## config.mk

```make
export PLATFORM = sky130hd
export DESIGN_NAME = hkt_queue
export DESIGN_NICKNAME = d
export VERILOG_FILES = /design/src/hdl/hkt_pkg.sv /design/src/hdl/hkt_queue.sv
export SDC_FILE = /design/constraint.sdc
export NUM_CORES = 1
export LEC_CHECK = 0
export BUFFER_PORTS_ARGS = -buffer_cell sky130_fd_sc_hd__buf_2
export CELL_PAD_IN_SITES_DETAIL_PLACEMENT = 1
export CELL_PAD_IN_SITES_GLOBAL_PLACEMENT = 1
export CORE_ASPECT_RATIO = 1.1
export CORE_MARGIN = 3
export CORE_UTILIZATION = 46
export CTS_BUF_LIST = sky130_fd_sc_hd__clkbuf_16
export CTS_CLUSTER_SIZE = 8
export DETAILED_ROUTE_END_ITERATION = 12
export PLACE_DENSITY_LB_ADDON = 0.05
export SYNTH_ARGS = -nofsm -noshare
export SYNTH_HDL_FRONTEND = slang
export SYNTH_SLANG_ARGS = --single-unit
```

## constraint.sdc

```tcl
create_clock -name clock -period 4.45 [get_ports clock]
set_input_delay 0.89 -clock clock [delete_from_list [all_inputs] [get_ports clock]]
set_output_delay 0.89 -clock clock [all_outputs]
set_load 0.05 [all_outputs]
```

## src/hdl/hkt_pkg.sv

```systemverilog
// Shared types, sizes and codes for the hashed key table.
`timescale 1ns / 1ps
package hkt_pkg;

   localparam int BUCKETS   = 64;
   localparam int WAYS      = 4;
   localparam int WAY_W     = (WAYS > 1) ? $clog2(WAYS) : 1;
   localparam int BKT_W     = (BUCKETS > 1) ? $clog2(BUCKETS) : 1;
   localparam int ADDR_W    = BKT_W + WAY_W;
   localparam int SLOTS     = 1 << ADDR_W;
   localparam int KEY_W     = 14;
   localparam int NUM_W     = 16;
   localparam int ENTRY_W   = KEY_W + NUM_W;
   localparam int HASH_W    = 14;
   localparam int REM_W     = 8;
   localparam int DIV_STEPS = HASH_W / 2;
   localparam int STEP_W    = $clog2(DIV_STEPS);
   localparam int Q_DEPTH   = 2;
   localparam int Q_PTR_W   = $clog2(Q_DEPTH);
   localparam int BIDX_W    = 6;
   localparam int SIZE_W    = 7;

   typedef logic [KEY_W-1:0]   key_type;
   typedef logic [NUM_W-1:0]   num_type;
   typedef logic [BKT_W-1:0]   bkt_type;
   typedef logic [HASH_W-1:0]  hash_type;
   typedef logic [REM_W-1:0]   rem_type;
   typedef logic [STEP_W-1:0]  step_type;
   typedef logic [BIDX_W-1:0]  bidx_type;
   typedef logic [2:0]         status_type;

   localparam status_type ST_INSERTED  = 3'd0;
   localparam status_type ST_DUPLICATE = 3'd1;
   localparam status_type ST_FOUND     = 3'd2;
   localparam status_type ST_NOT_FOUND = 3'd3;
   localparam status_type ST_FULL      = 3'd4;

   typedef enum logic {
      CMD_INSERT = 1'b0,
      CMD_SEARCH = 1'b1
   } cmd_type;

   // one classified request on its way from front to back
   typedef struct packed {
      cmd_type cmd;
      key_type key;
      num_type num;
      bkt_type bucket;
   } item_type;

   // result handed from back to the output register
   typedef struct packed {
      logic       load;
      status_type status;
      bkt_type    bucket;
      num_type    found;
   } result_type;

endpackage

```

## src/hdl/hkt_queue.sv

```systemverilog
// Short FIFO of classified requests between front and back.
`timescale 1ns / 1ps
module hkt_queue (
   input  logic              clock,
   input  logic              reset,
   input  logic              push,
   input  hkt_pkg::item_type push_item,
   output logic              full,
   input  logic              pop,
   output hkt_pkg::item_type head,
   output logic              empty
);

   hkt_pkg::item_type           slot_ff [hkt_pkg::Q_DEPTH];
   logic [hkt_pkg::Q_PTR_W-1:0] wr_ptr_ff, wr_ptr_in;
   logic [hkt_pkg::Q_PTR_W-1:0] rd_ptr_ff, rd_ptr_in;
   logic [hkt_pkg::Q_PTR_W:0]   count_ff, count_in;

   always_comb begin
      wr_ptr_in = wr_ptr_ff;
      rd_ptr_in = rd_ptr_ff;
      count_in  = count_ff;
      if (push) begin
         wr_ptr_in = wr_ptr_ff + 1'b1;
      end
      if (pop) begin
         rd_ptr_in = rd_ptr_ff + 1'b1;
      end
      case ({push, pop})
         2'b10:   count_in = count_ff + 1'b1;
         2'b01:   count_in = count_ff - 1'b1;
         default: count_in = count_ff;
      endcase
   end

   always_ff @(posedge clock) begin
      if (reset) begin
         wr_ptr_ff <= '0;
         rd_ptr_ff <= '0;
         count_ff  <= '0;
      end else begin
         wr_ptr_ff <= wr_ptr_in;
         rd_ptr_ff <= rd_ptr_in;
         count_ff  <= count_in;
      end
      if (push) begin
         slot_ff[wr_ptr_ff] <= push_item;
      end
   end

   assign head  = slot_ff[rd_ptr_ff];
   assign empty = (count_ff == '0);
   assign full  = (count_ff == (hkt_pkg::Q_PTR_W+1)'(hkt_pkg::Q_DEPTH));

endmodule

```

==> impl_metrics.env <==
export IMPL_hpwl_microns=3570
export IMPL_whs_ps=550
export IMPL_hold_viol=0
export IMPL_syn_num_nets=179
export IMPL_grt_overflow_total=0
export IMPL_ant_nets=0
export IMPL_drtIter0Drc=75
export IMPL_via_per_inst=4.90
export IMPL_final_common_cell="buf_2"
export IMPL_drv_slew=0
export IMPL_fp_dieH_microns=88.9
export IMPL_rsz0062_at_grt="false"
export IMPL_clock_sinks=79
export IMPL_fin_crit_sh_pct=62.3
export IMPL_hold_buffers=0
export IMPL_cts_setup_buffers=0
export IMPL_grt_pass1_vias=1647
export IMPL_setup_viol=0
export IMPL_status="finished clean"
export IMPL_io_buffers=79
export IMPL_wl_microns=5300
export IMPL_netlist_area_sq_mm=0.00287
export IMPL_ys_ff_latch=79
export IMPL_clk_latency_ps=320
export IMPL_final_cell_mix="buf_2, edfxtp_1, mux2_2"
export IMPL_clock_path_buffers=2
export IMPL_dieArea_sq_mm=0.00723
export IMPL_yosysUniqueCellTypes=15
export IMPL_cts_resized=0
export IMPL_r2r_start="wr_ptr_ff"
export IMPL_end_kind="output port"
export IMPL_start_kind="register"
export IMPL_power_leakage_uw=0.00137
export IMPL_crit_arrival_ps=1880
export IMPL_area_delta_synth_final_pct=26.2
export IMPL_stdcell_count=304
export IMPL_critPathRequiredTime_ps=3560
export IMPL_gpl_final_weighted_congestion=0.619
export IMPL_coreArea_sq_mm=0.00591
export IMPL_rows=29
export IMPL_grt_max_degree=38
export IMPL_worstHoldStart="count_ff[1]"
export IMPL_grt_pass1_wl_microns=8000
export IMPL_hold_path_depth=2
export IMPL_timing_rr_end="slot_ff[0][14]"
export IMPL_dr_pass1_iters=4
export IMPL_crit_type="register to output port"
export IMPL_syn_inst=137
export IMPL_min_to="count_ff[1]"
export IMPL_avgRoutedWirePerCell_microns=17.4
export IMPL_dp_cells=289
export IMPL_tns_ps=0
export IMPL_fmax_mhz=361
export IMPL_diodes=0
export IMPL_min_path_type="register to register"
export IMPL_cts_tree="yes"
export IMPL_h_tree_depth=3
export IMPL_ys_seq_area_share_pct=80.9
export IMPL_syn_avg_cell_area_sq_um=21.0
export IMPL_final_area_sq_mm=0.00362
export IMPL_ff2ff_path_depth=1
export IMPL_fp_dieW_microns=81.3
export IMPL_relSlewSlack_pct=27.7
export IMPL_regToRegSetupSlack_ps=2850
export IMPL_grt_usage_pct=15.8
export IMPL_tightest_slew_ps=1080
export IMPL_crit_fanout=37
export IMPL_nets=265
export IMPL_vias=1490
export IMPL_cts_inserted_buffers=9
export IMPL_clock_skew_ps=2.90
export IMPL_layout_drive_gt1_share_pct=58.1
export IMPL_antenna_found_initial=0
export IMPL_initial_core_util_pct=48.6
export IMPL_drc_errors=0
export IMPL_io_pins=80
export IMPL_fin_crit_ps=2770
export IMPL_powerDensity_mw_per_mm2=513
export IMPL_clk_pin_slew_ps=50
export IMPL_ir_drop_uv=276
export IMPL_fillers=558
export IMPL_drv_cap=0
export IMPL_yosysWarnings=0
export IMPL_place_area_sq_mm=0.00335
export IMPL_clock_tree_root_cell="clkbuf_16"
## logic make-up after synthesis
family                   after synthesis  share of synthesized area (%)
XOR/XNOR                               4                           1.22
adder cells (fa/ha/maj)                1                          0.436
AO/OA/AOI/OAI                          2                          0.348
flip-flops                            79                           80.9
buffers and inverters                  5                           1.09
AND/OR/NAND/NOR                        9                           1.53
multiplexers                          37                           14.5
## flip-flops by register name, indices dropped and copies added, names as in the netlist, named ones only
name / count
rd_ptr_ff: 1
wr_ptr_ff: 1
count_ff: 2
slot_ff: 74
## final cells by class
cell class	count	area (sq um)	share of cell area, %
clock buffer	9	225	6.21
clock inverter	6	53.8	1.48
inverter	1	3.75	0.104
multi-input combinational	53	527	14.5
sequential	79	2320	64.1
tap	77	96.3	2.66
timing repair buffer	79	395	10.9
## synthesized netlist by cell type
master / n / area share (%)
a21oi_1: 1 / 0.17
and2_1: 1 / 0.22
and2b_2: 1 / 0.31
buf_2: 1 / 0.17
buf_4: 3 / 0.78
dfxtp_1: 5 / 3.5
edfxtp_1: 74 / 77
ha_1: 1 / 0.44
inv_1: 1 / 0.13
mux2_2: 37 / 15
nor2_1: 6 / 0.78
o21ai_0: 1 / 0.17
or3_1: 1 / 0.22
xnor2_1: 3 / 0.92
xor2_1: 1 / 0.31
## how the worst max path moves through the flow
| stage | from | end | slack, ps | cells past startpoint |
|---|---|---|---|---|
| after floorplan | push | slot_ff[0][0] | 1510 | 2 |
| after global placement | register | head[32] | 2040 | 2 |
| after CTS | register | head[32] | 1620 | 2 |
| after global routing | register | head[22] | 1560 | 2 |
| final | register | head[22] | 1680 | 2 |
| after detailed placement | register | head[32] | 1980 | 2 |
## worst max-delay path: stages (launching register included)
cell and delay (ps):
dfxtp_2 910, mux2_2 430, buf_2 210
## routing by layer
metal | GRT usage (%) | up-vias | share of wire, %
met5 | 0 | - | 0
met4 | 5.07 | 0 | 1.1
met3 | 6.52 | 6 | 6.6
met2 | 28.9 | 51 | 55
met1 | 16.1 | 732 | 37
li1 | - | 701 | -
## per-stage QoR
stage               total power [uW]  util [%]  setup slack [ps]
CTS                             1890      61.3              1620
global placement                1190      56.6              2040
detailed placement              1200      56.6              1980
floorplan                       1120         -              1510
global route                    1940      61.3              1560
finish                          1860      61.3              1680
## power by group
| group | internal (uW) | switching (uW) | total (uW) |
|---|---|---|---|
| clock network | 423 | 255 | 678 |
| logic | 84.1 | 205 | 289 |
| registers | 867 | 26.5 | 893 |
| total | 1370 | 487 | 1860 |
Power figures use the tool's default switching activity.
