==> src/hdl/hkt_pkg.sv <==
// Shared types, sizes and codes for the hashed key table.
`timescale 1ns / 1ps
package hkt_pkg;

   localparam int BUCKETS   = 64;
   localparam int WAYS      = 4;
   localparam int WAY_W     = (WAYS > 1) ? $clog2(WAYS) : 1;
   localparam int BKT_W     = (BUCKETS > 1) ? $clog2(BUCKETS) : 1;
   localparam int ADDR_W    = BKT_W + WAY_W;
   localparam int SLOTS     = 1 << ADDR_W;
   localparam int KEY_W     = 14;
   localparam int NUM_W     = 16;
   localparam int ENTRY_W   = KEY_W + NUM_W;
   localparam int HASH_W    = 14;
   localparam int REM_W     = 8;
   localparam int DIV_STEPS = HASH_W / 2;
   localparam int STEP_W    = $clog2(DIV_STEPS);
   localparam int Q_DEPTH   = 2;
   localparam int Q_PTR_W   = $clog2(Q_DEPTH);
   localparam int BIDX_W    = 6;
   localparam int SIZE_W    = 7;

   typedef logic [KEY_W-1:0]   key_type;
   typedef logic [NUM_W-1:0]   num_type;
   typedef logic [BKT_W-1:0]   bkt_type;
   typedef logic [HASH_W-1:0]  hash_type;
   typedef logic [REM_W-1:0]   rem_type;
   typedef logic [STEP_W-1:0]  step_type;
   typedef logic [BIDX_W-1:0]  bidx_type;
   typedef logic [2:0]         status_type;

   localparam status_type ST_INSERTED  = 3'd0;
   localparam status_type ST_DUPLICATE = 3'd1;
   localparam status_type ST_FOUND     = 3'd2;
   localparam status_type ST_NOT_FOUND = 3'd3;
   localparam status_type ST_FULL      = 3'd4;

   typedef enum logic {
      CMD_INSERT = 1'b0,
      CMD_SEARCH = 1'b1
   } cmd_type;

   // one classified request on its way from front to back
   typedef struct packed {
      cmd_type cmd;
      key_type key;
      num_type num;
      bkt_type bucket;
   } item_type;

   // result handed from back to the output register
   typedef struct packed {
      logic       load;
      status_type status;
      bkt_type    bucket;
      num_type    found;
   } result_type;

endpackage

==> src/hdl/hkt_front.sv <==
// Front end: takes a request, hashes the key and reduces it modulo the table size.
`timescale 1ns / 1ps
module hkt_front (
   input  logic              clock,
   input  logic              reset,
   input  logic              in_valid,
   output logic              in_ready,
   input  hkt_pkg::cmd_type  in_cmd,
   input  hkt_pkg::key_type  in_key,
   input  hkt_pkg::num_type  in_num,
   input  hkt_pkg::rem_type  eff_size,
   output logic              q_push,
   output hkt_pkg::item_type q_item,
   input  logic              q_full
);

   typedef enum logic [2:0] {
      F_IDLE = 3'b001,
      F_DIV  = 3'b010,
      F_PUSH = 3'b100
   } front_state_type;

   front_state_type   state_ff, state_in;
   hkt_pkg::cmd_type  cmd_ff, cmd_in;
   hkt_pkg::key_type  key_ff, key_in;
   hkt_pkg::num_type  num_ff, num_in;
   hkt_pkg::hash_type n_ff, n_in;
   hkt_pkg::rem_type  rem_ff, rem_in;
   hkt_pkg::step_type step_ff, step_in;

   // one restoring step: shift in a bit, subtract the modulus if it fits
   function automatic hkt_pkg::rem_type rem_step(input hkt_pkg::rem_type r,
                                                  input logic b,
                                                  input hkt_pkg::rem_type s);
      hkt_pkg::rem_type t;
      t = {r[hkt_pkg::REM_W-2:0], b};
      return (t >= s) ? t - s : t;
   endfunction

   always_comb begin
      hkt_pkg::rem_type r1;
      state_in = state_ff;
      cmd_in   = cmd_ff;
      key_in   = key_ff;
      num_in   = num_ff;
      n_in     = n_ff;
      rem_in   = rem_ff;
      step_in  = step_ff;
      r1       = '0;
      unique case (state_ff)
         F_IDLE: begin
            if (in_valid) begin
               cmd_in  = in_cmd;
               key_in  = in_key;
               num_in  = in_num;
               n_in    = hkt_pkg::hash_type'(in_key[13:9]) * hkt_pkg::hash_type'(260)
                       + hkt_pkg::hash_type'(in_key[8:4]) * hkt_pkg::hash_type'(10)
                       + hkt_pkg::hash_type'(in_key[3:0]);
               rem_in  = '0;
               step_in = '0;
               state_in = F_DIV;
            end
         end
         F_DIV: begin
            r1      = rem_step(rem_ff, n_ff[hkt_pkg::HASH_W-1], eff_size);
            rem_in  = rem_step(r1, n_ff[hkt_pkg::HASH_W-2], eff_size);
            n_in    = n_ff << 2;
            step_in = step_ff + 1'b1;
            if (step_ff == hkt_pkg::step_type'(hkt_pkg::DIV_STEPS - 1)) begin
               state_in = F_PUSH;
            end
         end
         F_PUSH: begin
            if (!q_full) begin
               state_in = F_IDLE;
            end
         end
         default: begin
            state_in = F_IDLE;
         end
      endcase
   end

   always_ff @(posedge clock) begin
      if (reset) begin
         state_ff <= F_IDLE;
      end else begin
         state_ff <= state_in;
      end
      cmd_ff  <= cmd_in;
      key_ff  <= key_in;
      num_ff  <= num_in;
      n_ff    <= n_in;
      rem_ff  <= rem_in;
      step_ff <= step_in;
   end

   assign in_ready      = (state_ff == F_IDLE);
   assign q_push        = (state_ff == F_PUSH) && !q_full;
   assign q_item.cmd    = cmd_ff;
   assign q_item.key    = key_ff;
   assign q_item.num    = num_ff;
   assign q_item.bucket = hkt_pkg::bkt_type'(rem_ff);

endmodule

==> config.mk <==
export PLATFORM = sky130hd
export DESIGN_NAME = hkt_front
export DESIGN_NICKNAME = d
export VERILOG_FILES = /design/src/hdl/hkt_pkg.sv /design/src/hdl/hkt_front.sv
export SDC_FILE = /design/constraint.sdc
export NUM_CORES = 1
export LEC_CHECK = 0
export CORE_MARGIN = 1
export CORE_UTILIZATION = 50
export CTS_CLUSTER_SIZE = 16
export DETAILED_ROUTE_END_ITERATION = 8
export DONT_BUFFER_PORTS = 1
export SYNTH_ARGS = -nofsm -noshare
export SYNTH_HDL_FRONTEND = slang
export SYNTH_SLANG_ARGS = --single-unit
==> constraint.sdc <==
create_clock -name clock -period 8.4 [get_ports clock]
set_input_delay 0.84 -clock clock [delete_from_list [all_inputs] [get_ports clock]]
set_output_delay 0.84 -clock clock [all_outputs]
set_load 0.03 [all_outputs]
==> flow_summary.ini <==
[place]
dp_hpwl_microns = 5070
pre_cts_ws_ps = 3930
port_buffers = 0
gp_congestion = 0.837
dp_cells = 413

[logic_synthesis]
yosys-top-cells-count = edfxtp_1, ha_1, inv_1, nand2_1, nor2_1
synth.avg_cell_area_sq_um = 11.0
postSynthCellCount = 328
synth-main-ff-cell = edfxtp_1
yosysWarningCount = 0
netlist_top_cells_area = edfxtp_1, ha_1, fa_1
synth.largest_area_cell = edfxtp_1
netlist.area_leader.share = 0.457
synth-async-reset-ratio = 0
ys_ff_latch = 58
synth.distinct_cells = 53
synth.most_common_cell = edfxtp_1
syn_area_sq_um = 3610
syn_nets = 413
synth_edf_count = 55
synth_seq_area_share = 0.474

[drt]
dr.pass1.iters = 4
drc_errors = 0
ant_nets = 0
num_vias = 2430
wirelength_microns = 6950
drt-initial-drc-count = 132
routedWlPerCell_microns = 16.2
viasPerCell = 5.66

[power]
ir_drop_uv = 114
leakagePower_nw = 1.53
powerDensity_nw_per_um2 = 226

[cts]
ctsHoldBuffers = 0
htreeDepth = 3
clock_latency_ps = 340
cts_resized = 0
clockRootBuffer = clkbuf_8
clockBufferDepth = 2
cts_sinks = 58
clk_pin_slew_ps = 80
cts_setup_buffers = 0
numCtsBuffers = 9
cts_tree = built

[sta]
fin_crit_sh = 0.496
hold_violations = 0
tns_ps = 0
finalWorstSetupSlack_ps = 4230
max_slew_margin = 0.233
timing.fmax_mhz = 240
post-route-min-period_ps = 4170
setup_viol = 0
rsz0062_at_grt = false
maxSlewViolCount = 0
fin_skew_ps = 9.71
worstMarginPinSlew_ps = 1150

[setup_path]
cp_data_arrival_time_ps = 4260
startpoint_type = register
cp-end-kind = register
cp_max_fo = 11
cp.required_ps = 8490
path_class = register to register

[global_route]
grt_pass1_vias = 2272
grt_pass1_wl_microns = 10700
antenna_found_initial = 0
grt_usage = 0.188
gr-total-overflow = 0
grt_max_degree = 32

[cells_and_area]
diodes = 0
drive_above_1_share = 0.0811
area_growth_pct = 6.78
nFillCells = 625
finalNonFillerCells = 429
final_nets = 413

[floorplan]
die_w_microns = 87.0
initial_utilization = 0.523
fp.dieArea_sq_um = 7570
rows = 30
core-area_sq_um = 6910
dieHeight_microns = 87.0
io_pins = 82

[job]
drv_cap = 0

[min_path]
min_path_type = register to register

[outcome]
outcome = finished, final reports clean
-- layout by cell type (no fill, tap or decap), drive strengths merged, types with 2 or more instances in the layout --
master / count
nor2b: 7
a21boi: 2
clkinvlp: 4
and2: 4
nand4: 2
fa: 6
xnor2: 6
dfxtp: 3
o21a: 5
edfxtp: 55
mux2: 2
nor4b: 2
or4b: 2
o21ai: 18
or2: 2
nand2b: 2
a31oi: 4
o31a: 3
a21oi: 20
o211a: 2
nand3: 6
nor3b: 3
clkbuf: 9
o31ai: 2
nor3: 5
a21o: 5
o2111ai: 2
nor2: 21
nand2: 28
xor2: 6
ha: 36
inv: 32
a211oi: 6
or3: 2
a311oi: 5
-- path summary, 6_finish.rpt --
path / start / endpoint / slack [ps] / depth (start not counted)
worst min-delay path: n_ff[0] / n_ff[2] / 520 / 2
worst max-delay path: n_ff[13] / rem_ff[6] / 4230 / 15
worst max register to register: n_ff[13] / rem_ff[6] / 4230 / 15
worst min register to register: n_ff[0] / n_ff[2] / 520 / 2
-- cells by family (layout without fill, tap and decap cells) --
| family | count (synthesis) | after routing | share of synthesized area |
|---|---|---|---|
| adder cells (fa/ha/maj) | 42 | 42 | 0.158 |
| buffers and inverters | 43 | 48 | 0.0554 |
| XOR/XNOR | 12 | 12 | 0.0291 |
| AND/OR/NAND/NOR | 88 | 88 | 0.124 |
| AO/OA/AOI/OAI | 83 | 83 | 0.154 |
| flip-flops | 58 | 58 | 0.474 |
| multiplexers | 2 | 2 | 0.00623 |
-- layer usage --
layer  part of all wire  vias to the layer above  global-route usage
li1                   -                     1198                   -
met1               0.48                     1160               0.254
met2               0.45                       63               0.284
met3              0.055                        9              0.0531
met4              0.016                        0              0.0788
met5                  0                        -                   0
-- flip-flops by register name, indices dropped and copies added, names as in the netlist --
name and cells:
step_ff 3, rem_ff 7, key_ff 14, num_ff 16, cmd_ff 1, state_ff 3, n_ff 14
-- through the flow --
step | utilization | cell area (sq um) | hold WS [ps] | total power, mW
2_1_floorplan | - | 3610 | 484 | 0.575
3_3_place_gp | 0.530 | 3660 | 513 | 0.613
3_5_place_dp | 0.530 | 3660 | 519 | 0.614
4_1_cts | 0.559 | 3860 | 535 | 0.879
5_1_grt | 0.559 | 3860 | 553 | 0.919
6_report | 0.559 | 3860 | 522 | 0.873
-- report_power, final --
group / total, mW / internal, mW / switching (mW)
combinational: 0.221 / 0.0928 / 0.128
sequential: 0.390 / 0.354 / 0.0360
clock: 0.262 / 0.138 / 0.124
-- worst max-delay path, cell delays in order, from the launching register on --
cell,delay [ps]
edfxtp_1,420
inv_1,80
ha_1,200
inv_1,70
fa_1,400
nand3_1,140
nand3_1,80
a21oi_1,630
mux2_2,430
inv_1,60
ha_1,260
a21oi_1,200
and2_1,240
a311o_1,280
nand2_1,130
o311a_1,300
-- cell type report --
class                      instances  area, sq um  area share
sequential                        58         1710       0.443
multi-input combinational        227         1700       0.441
clock buffer                       9          124      0.0321
tap                               96          120      0.0311
inverter                          31          116      0.0301
clock inverter                     7         77.6      0.0201
timing repair buffer               1         7.51     0.00194
Power figures use the tool's default switching activity.
